File: src/rtl/core/cmdim_ram.sv
// Generic single-write, single-read RAM with a registered read port.
module cmdim_ram #(
  parameter int WIDTH = 8,
  parameter int DEPTH = 16,
  localparam int AW = $clog2(DEPTH)
) (
  input  logic             clk_i,
  input  logic             we_i,
  input  logic [AW-1:0]    waddr_i,
  input  logic [WIDTH-1:0] wdata_i,
  input  logic             re_i,
  input  logic [AW-1:0]    raddr_i,
  output logic [WIDTH-1:0] rdata_o
);

  logic [WIDTH-1:0] mem [DEPTH];
  logic [WIDTH-1:0] rdata_q;

  always_ff @(posedge clk_i) begin
    if (we_i) begin
      mem[waddr_i] <= wdata_i;
    end
    if (re_i) begin
      rdata_q <= mem[raddr_i];
    end
  end

  assign rdata_o = rdata_q;

endmodule

File: config.mk
export PLATFORM = sky130hd
export DESIGN_NAME = cmdim_ram
export DESIGN_NICKNAME = d
export VERILOG_FILES = /design/src/rtl/core/cmdim_ram.sv
export SDC_FILE = /design/constraint.sdc
export NUM_CORES = 1
export LEC_CHECK = 0
export BUFFER_PORTS_ARGS = -buffer_cell sky130_fd_sc_hd__buf_2
export CAP_MARGIN = 20
export CORE_MARGIN = 2
export CORE_UTILIZATION = 55
export DETAILED_ROUTE_END_ITERATION = 6
export GPL_TIMING_DRIVEN = 0
export PLACE_DENSITY = 0.73
export SETUP_SLACK_MARGIN = 0.2
export SLEW_MARGIN = 10
export SYNTH_ARGS = -nofsm -noshare
export SYNTH_HDL_FRONTEND = slang
export SYNTH_SLANG_ARGS = --single-unit
File: constraint.sdc
create_clock -name clk_i -period 1.9 [get_ports clk_i]
set_input_delay 0.095 -clock clk_i [delete_from_list [all_inputs] [get_ports clk_i]]
set_output_delay 0.095 -clock clk_i [all_outputs]
set_load 0.03 [all_outputs]
# After elaboration in Yosys (flattened, before gate mapping)
# Memory sizes are Yosys's and may differ from the RTL's. A register that Yosys moved wholly into a read port is not among the register bits.
# Cells that the tools add are included.
totals:
  mem_count: 1
  output_inout_bits: 8
  mem_bits_rw: 128
  input_bits: 19
  wordCells: 3
  reg_bits: 0
op_classes:
  n_mux: 2
memory_table:
  columns: ["memory", "depth", "word_bits", "rd", "rd_ports_with_merged_regs", "write_ports", "line_no", "text"]
  rows:
  - ["mem", 16, 8, 1, 1, 1, "16", "logic [WIDTH-1:0] mem [DEPTH];"]
ops:
  columns: ["operator", "n"]
  rows:
  - ["1-bit 2-to-1 mux", 2]

# Longest topological paths before layout
# Gate-level depths: netlist of the first run.
logic_depth:
  ltp_word: 2
  depth_mapped: 5
  ltp_nobuf: 3

# Worst setup path after synthesis of the first run
# No wires, ideal clock.
synth_path:
  path_kind: "input-to-reg"
  from: "in waddr_i[2]"
  to: "mem mem[0][0], enable pin"
  required_ns: 1.517
  arrival_time_ns: 1.205
  path_stages: 2
  setup_ns: 0.383
  n_path_buf: 0
  path_slack_ns: 0.312
  path_cell_list: "or3b_2 > nor3_1"
synth_rtl:
  columns: ["item", "line_no", "text"]
  rows:
  - ["start: declaration", "9", "input logic [AW-1:0] waddr_i,"]
  - ["end: declaration", "16", null]
# Straight into the memory's write port.

==> flow_metrics.tcl, run 1 <==
set metrics [dict create \
    initialDrtViolationCount 295 \
    cts-root-buf "clkbuf_8" \
    min-delay-start "waddr_i[0]" \
    synth_area_um2 5228 \
    hp-class "in2reg" \
    rows 35 \
    r2r_cells 3 \
    n_antenna_cell 0 \
    yosysTopAreaCellShare 0.7812 \
    first_pass_iters 4 \
    start_util 0.5657 \
    min_to "mem[0][0]$_DFFE_PP_" \
    finalCritPeriodShare 0.8750 \
    clk_pin_slew_worst_paths_ns 0.06 \
    met3WireLength_um 847 \
    num_io_pins 27 \
    drc 0 \
    drt-total-wl_um 10220 \
    clockPowerShare 0.482 \
    yosys.cell_types.count 18 \
    worst_pin_slew_ns 0.8388 \
    hold_depth 2 \
    die_w_um 101.5 \
    synth_nets 248 \
    maxSlewViolCount 0 \
    status "complete, no violations" \
    clock-sinks 136 \
    slew_headroom 0.4387 \
    cts_max_path_buffers 2 \
    grt_max_degree 17 \
    crit_fanout 1 \
    synthToLayoutAreaGrowth_pct 19.91 \
    postCtsSetupBuffers 0 \
    seq_power_share 0.468 \
    finalClockSkew_ns 0.007677 \
    port_buffers 25 \
    start_kind "flop" \
    hold_viol_final 0 \
    grt-ovfl-total 0 \
    via_per_inst 5.904 \
    cp.required_ns 2.15 \
    grt_antenna_before_repair 0 \
    dpl.hpwl_um 6122 \
    top_layer "met4" \
    yosysWarnings 0 \
    fmax_ghz 0.6015 \
    reg2reg_slack_ns 0.24 \
    drive_above_1_share 0.2977 \
    utilization 0.6784 \
    grt_pass1_vias 2573 \
    irDropWorstVdd_mv 0.6947 \
    coreArea_um2 9240 \
    p_int_mw 5.793 \
    synth_fa_ha_area_frac 0 \
    synth-seq-cells 136 \
    power_density_nw_per_um2 1157 \
    grt_pass1_wl_um 15240 \
    yosysTopAreaCell "edfxtp_1" \
    yosys-top-cells-area "edfxtp_1 78%, mux4_2 7.8%, mux4_1 7.0%" \
    ant_nets 0 \
    die_h_um 101.5 \
    cp.arrival_ns 1.91 \
    synth.area.mux_share 0.1479 \
    reg2reg_to "rdata_o[0]$_DFFE_PP_" \
    synth_top_family_by_area "multiplexers" \
    synth-xor-area-share 0 \
    tns_ns 0 \
    yosysSeqAreaShare 0.7812 \
    rsz0062_at_grt "false" \
    cts_tree "done" \
    grt_usage 0.2191 \
    worstSetupEndpointType "flop" \
    setup_viol 0 \
    worstSetupPathType "reg2reg" \
    dieArea_um2 10300 \
    p_leak_nw 2.116 \
    yosys.area_share.simple 0.03135 \
    maxCapViolCount 0 \
    p_sw_frac 0.2015 \
    routedWlPerCell_um 23.88 \
    pwr-share-comb 0.050 \
    synth_compound_area_frac 0.02298 \
    met1_length_um 4025 \
    vias 2527 \
    netlist_instances 229 \
    place.gp.congestion 0.7182 \
    syn_area_per_cell_um2 22.83 \
    cts_buffers 17 \
    nets 305 \
    htree_levels 4 \
    reg2reg_from "mem[1][0]$_DFFE_PP_" \
    met2_length_um 5262 \
    clk_latency_ns 0.51 \
    p_switching_mw 1.462 \
    post_cts_resized 0 \
    min_period_ns 1.662 \
]
[worst max-delay path by stage]
| stage | start | slack, ns | endpoint | cells after the start |
|---|---|---|---|---|
| after floorplan | waddr_i[2] | 0.31 | mem[0][0]$_DFFE_PP_ | 2 |
| after global placement | waddr_i[2] | -0.26 | mem[0][4]$_DFFE_PP_ | 3 |
| after detailed placement | waddr_i[2] | 0.08 | mem[0][2]$_DFFE_PP_ | 4 |
| after CTS | mem[1][0]$_DFFE_PP_ | 0.22 | rdata_o[0]$_DFFE_PP_ | 3 |
| after global routing | mem[1][0]$_DFFE_PP_ | 0.22 | rdata_o[0]$_DFFE_PP_ | 3 |
| final | mem[1][0]$_DFFE_PP_ | 0.24 | rdata_o[0]$_DFFE_PP_ | 3 |
[cell families (layout without fill, tap and decap cells)]
group | count (synthesis) | count (layout)
flip-flops | 136 | 136
AND/OR/NAND/NOR | 35 | 35
multiplexers | 32 | 32
AO/OA/AOI/OAI | 16 | 16
buffers and inverters | 10 | 80
[cell type report]
class                   count  area, um2
plain buffers              10      86.33
clock buffers              17      414.1
clock inverters            15      225.2
fillers                   558       2972
multi-input cells          83       1057
flip-flops and latches    136       4084
well taps                 129      161.4
repair buffers             38      240.2
[flip-flops by register name (all words and copies together) (netlist names)]
signal   count
mem        128
rdata_o      8
[placed cells by master, fill, tap and decap left out, types with 2 or more instances in the layout]
master / instances
buf_6: 3
clkdlybuf4s25_2: 3
clkbuf_16: 16
clkinv_4: 3
dlygate4sd3_1: 9
mux4_1: 14
nand2b_1: 2
inv_6: 2
nand2_1: 9
clkinvlp_4: 3
a22oi_1: 16
nand3b_1: 2
mux4_2: 18
buf_2: 30
edfxtp_1: 136
nor2_1: 13
nor3_1: 4
bufinv_16: 5
buf_4: 3
[cell usage after synthesis, drive strengths merged]
library cell   number
edfxtp            136
mux4               32
a22oi              16
nor2               13
nand2               9
buf                 7
nor3                4
clkdlybuf4s25       3
nand2b              2
nand3b              2
and2                1
and2b               1
nand3               1
nor2b               1
or3b                1
[routing by layer]
metal	track usage	up-vias
met5	0	-
met4	0.07692	0
met3	0.06970	8
met2	0.3454	128
met1	0.2940	1292
li1	-	1099
[power groups by stage]
stage / Sequential (mW) / Clock, mW / Combinational, mW
after floorplan: 3.49 / 0 / 0.171
after global placement: 3.45 / 0 / 0.333
after detailed placement: 3.46 / 0 / 0.342
after CTS: 3.40 / 3.54 / 0.361
after global routing: 3.40 / 3.66 / 0.385
final: 3.40 / 3.50 / 0.360
[timing repair]
item | 4_1_cts | 5_1_grt
hold buffers | 9 | 0
endpoints found under the setup margin | 0 | 0
hold endpoints to repair | 136 | 0
[stage by stage]
step                      hold slack [ns]  setup WS [ns]  power (mW)  cell area (um2)  std cells
final                             0.05462         0.2375       7.255             6269        428
after detailed placement           0.4410        0.08375       3.800             5539        387
after global routing              0.06133         0.2174       7.449             6269        428
after global placement             0.4334        -0.2640       3.786             5514        383
after floorplan                    0.1939         0.3121       3.656             5228        229
after CTS                         0.02880         0.2159       7.298             6269        428
[critical path: stages (launching register included)]
cell and delay, ns:
edfxtp_1 0.39, mux4_1 0.56, a22oi_1 0.34, nand2_1 0.12
Note: power is estimated with default switching activity, not from simulation.
==> run 2, diff against run 1 <==
--- a/config.mk
+++ b/config.mk
@@ -8,10 +8,11 @@
 export BUFFER_PORTS_ARGS = -buffer_cell sky130_fd_sc_hd__buf_2
 export CAP_MARGIN = 20
 export CORE_MARGIN = 2
-export CORE_UTILIZATION = 55
+export CORE_UTILIZATION = 50
 export DETAILED_ROUTE_END_ITERATION = 6
 export GPL_TIMING_DRIVEN = 0
-export PLACE_DENSITY = 0.73
+export HOLD_SLACK_MARGIN = 0.05
+export PLACE_DENSITY = 0.67
 export SETUP_SLACK_MARGIN = 0.2
 export SLEW_MARGIN = 10
 export SYNTH_ARGS = -nofsm -noshare
==> run 2 against run 1 <==
Sequential share of layout area shrank 0.23 points. Register-to-register slack gained 0.07 ns. Clock power grew 1%. Maximum frequency grew 4.4%. Non-clock buffer count shrank 1.
==> flow_metrics.tcl, run 2 (synthesis gave the netlist of run 1 again) <==
set metrics [dict create \
    cp.arrival_ns 1.86 \
    design_area_um2 6291 \
    cts_max_path_buffers 2 \
    dpl_cell_area_um2 5540 \
    place.gp.congestion 0.7624 \
    drive_above_1_share 0.2987 \
    p_leak_nw 2.120 \
    vias 2447 \
    start_kind "flop" \
    cts_buffers 17 \
    crit_chain "mux4_2 -> a22oi_1 -> nand2_1" \
    min_period_ns 1.593 \
    status "complete, no violations" \
    grt_antenna_before_repair 0 \
    routedWlPerCell_um 22.71 \
    finalCritPeriodShare 0.8382 \
    cpPeakStageDelay_ns 0.51 \
    grt_pass1_vias 2503 \
    nets 304 \
    first_pass_iters 4 \
    ant_nets 0 \
    final_common_cell "edfxtp_1" \
    irDropWorstVdd_mv 0.5552 \
    cts_tree "done" \
    clk_latency_ns 0.53 \
    largest_reg_flops 128 \
    tns_ns 0 \
    min-delay-start "waddr_i[1]" \
    dieArea_um2 11290 \
    initialDrtViolationCount 164 \
    coreArea_um2 10230 \
    rows 37 \
    worstSetupPathType "reg2reg" \
    n_antenna_cell 0 \
    clk_pin_slew_worst_paths_ns 0.06 \
    power_density_nw_per_um2 1161 \
    num_io_pins 27 \
    r2r_cells 3 \
    drc 0 \
    cts-root-buf "clkbuf_8" \
    cp_slowest_cell "mux4_2" \
    synthToLayoutAreaGrowth_pct 20.34 \
    postCtsSetupBuffers 0 \
    crit_fanout 1 \
    via_per_inst 5.638 \
    cp.required_ns 2.17 \
    hold_depth 2 \
    finalClockSkew_ns 0.004100 \
    utilization 0.6149 \
    maxCapViolCount 0 \
    grt_usage 0.1935 \
    grt-ovfl-total 0 \
    die_h_um 106.3 \
    worstSetupEndpointType "flop" \
    finalPower_mw 7.303 \
    clock-sinks 136 \
    port_buffers 25 \
    die_w_um 106.3 \
    grt_pass1_wl_um 14850 \
    slew_headroom 0.4493 \
    drt-total-wl_um 9856 \
    setup_viol 0 \
    rsz0062_at_grt "false" \
    grt_max_degree 17 \
    top_register "mem" \
    maxSlewViolCount 0 \
    worst_pin_slew_ns 0.8230 \
    layout_common_cells "136 x edfxtp_1, 29 x buf_2, 18 x mux4_2" \
    htree_levels 4 \
    hold_viol_final 0 \
    num-fill-cells 697 \
    start_util 0.5109 \
    crit_path_start "mem[3][7]$_DFFE_PP_" \
    fmax_ghz 0.6279 \
    post_cts_resized 0 \
    dpl.hpwl_um 6080 \
    hp-class "in2reg" \
    reg2reg_from "mem[3][7]$_DFFE_PP_" \
]
==> run 2: cell count changes in the layout (fill, tap and decap cells not counted), sizes merged <==
cell and change:
buf -2, dlygate4sd3 +1, inv -2, bufinv +1
clkinv +1
==> run 2: critical path, delay by kind of cell (launching register included) <==
family / cells / cell delay [ns]
AO/OA/AOI/OAI: 1 / 0.31
flip-flops: 1 / 0.40
multiplexers: 1 / 0.51
AND/OR/NAND/NOR: 1 / 0.11
==> run 2: metal layers <==
layer  vias to the layer above  GRT usage  wire, um
li1                       1090          -         -
met2                        77     0.2944      4810
met3                        12    0.06376       511
met4                         0    0.07613       170
met1                      1268     0.2621      4365
met5                         -          0         0
==> run 2: where the power goes <==
group | internal, mW | leakage (nW) | total [mW] | switching (mW)
registers | 3.38 | 1.24 | 3.40 | 0.0144
clock network | 2.37 | 0.311 | 3.55 | 1.17
logic | 0.145 | 0.573 | 0.359 | 0.214
==> run 2: what timing repair did <==
item	CTS	global route
endpoints found under the setup margin	0	0
hold buffers	10	0
hold endpoints to repair	140	0
==> run 2: final timing paths <==
check	to	slack [ns]
setup / recovery	rdata_o[7]$_DFFE_PP_	0.31
hold reg to reg	rdata_o[4]$_DFFE_PP_	0.77
setup reg to reg	rdata_o[7]$_DFFE_PP_	0.31
hold / removal	mem[4][6]$_DFFE_PP_	0.08
==> run 2: layout make-up <==
type                    count  area (um2)  share of cell area
flip-flops and latches    136        4084              0.6492
clock inverters            15       231.5             0.03679
clock buffers              17       414.1             0.06583
repair buffers             37       237.7             0.03779
plain buffers              10       86.33             0.01372
multi-input cells          83        1067              0.1696
well taps                 136       170.2             0.02705
==> run 2: stage by stage <==
stage / hold slack [ns] / setup slack, ns / std cells
final: 0.07523 / 0.3074 / 434
after global routing: 0.07066 / 0.2895 / 434
after CTS: 0.05382 / 0.2928 / 434
after detailed placement: 0.4282 / 0.08438 / 392
after global placement: 0.4335 / -0.2782 / 390
after floorplan: 0.1939 / 0.3121 / 229
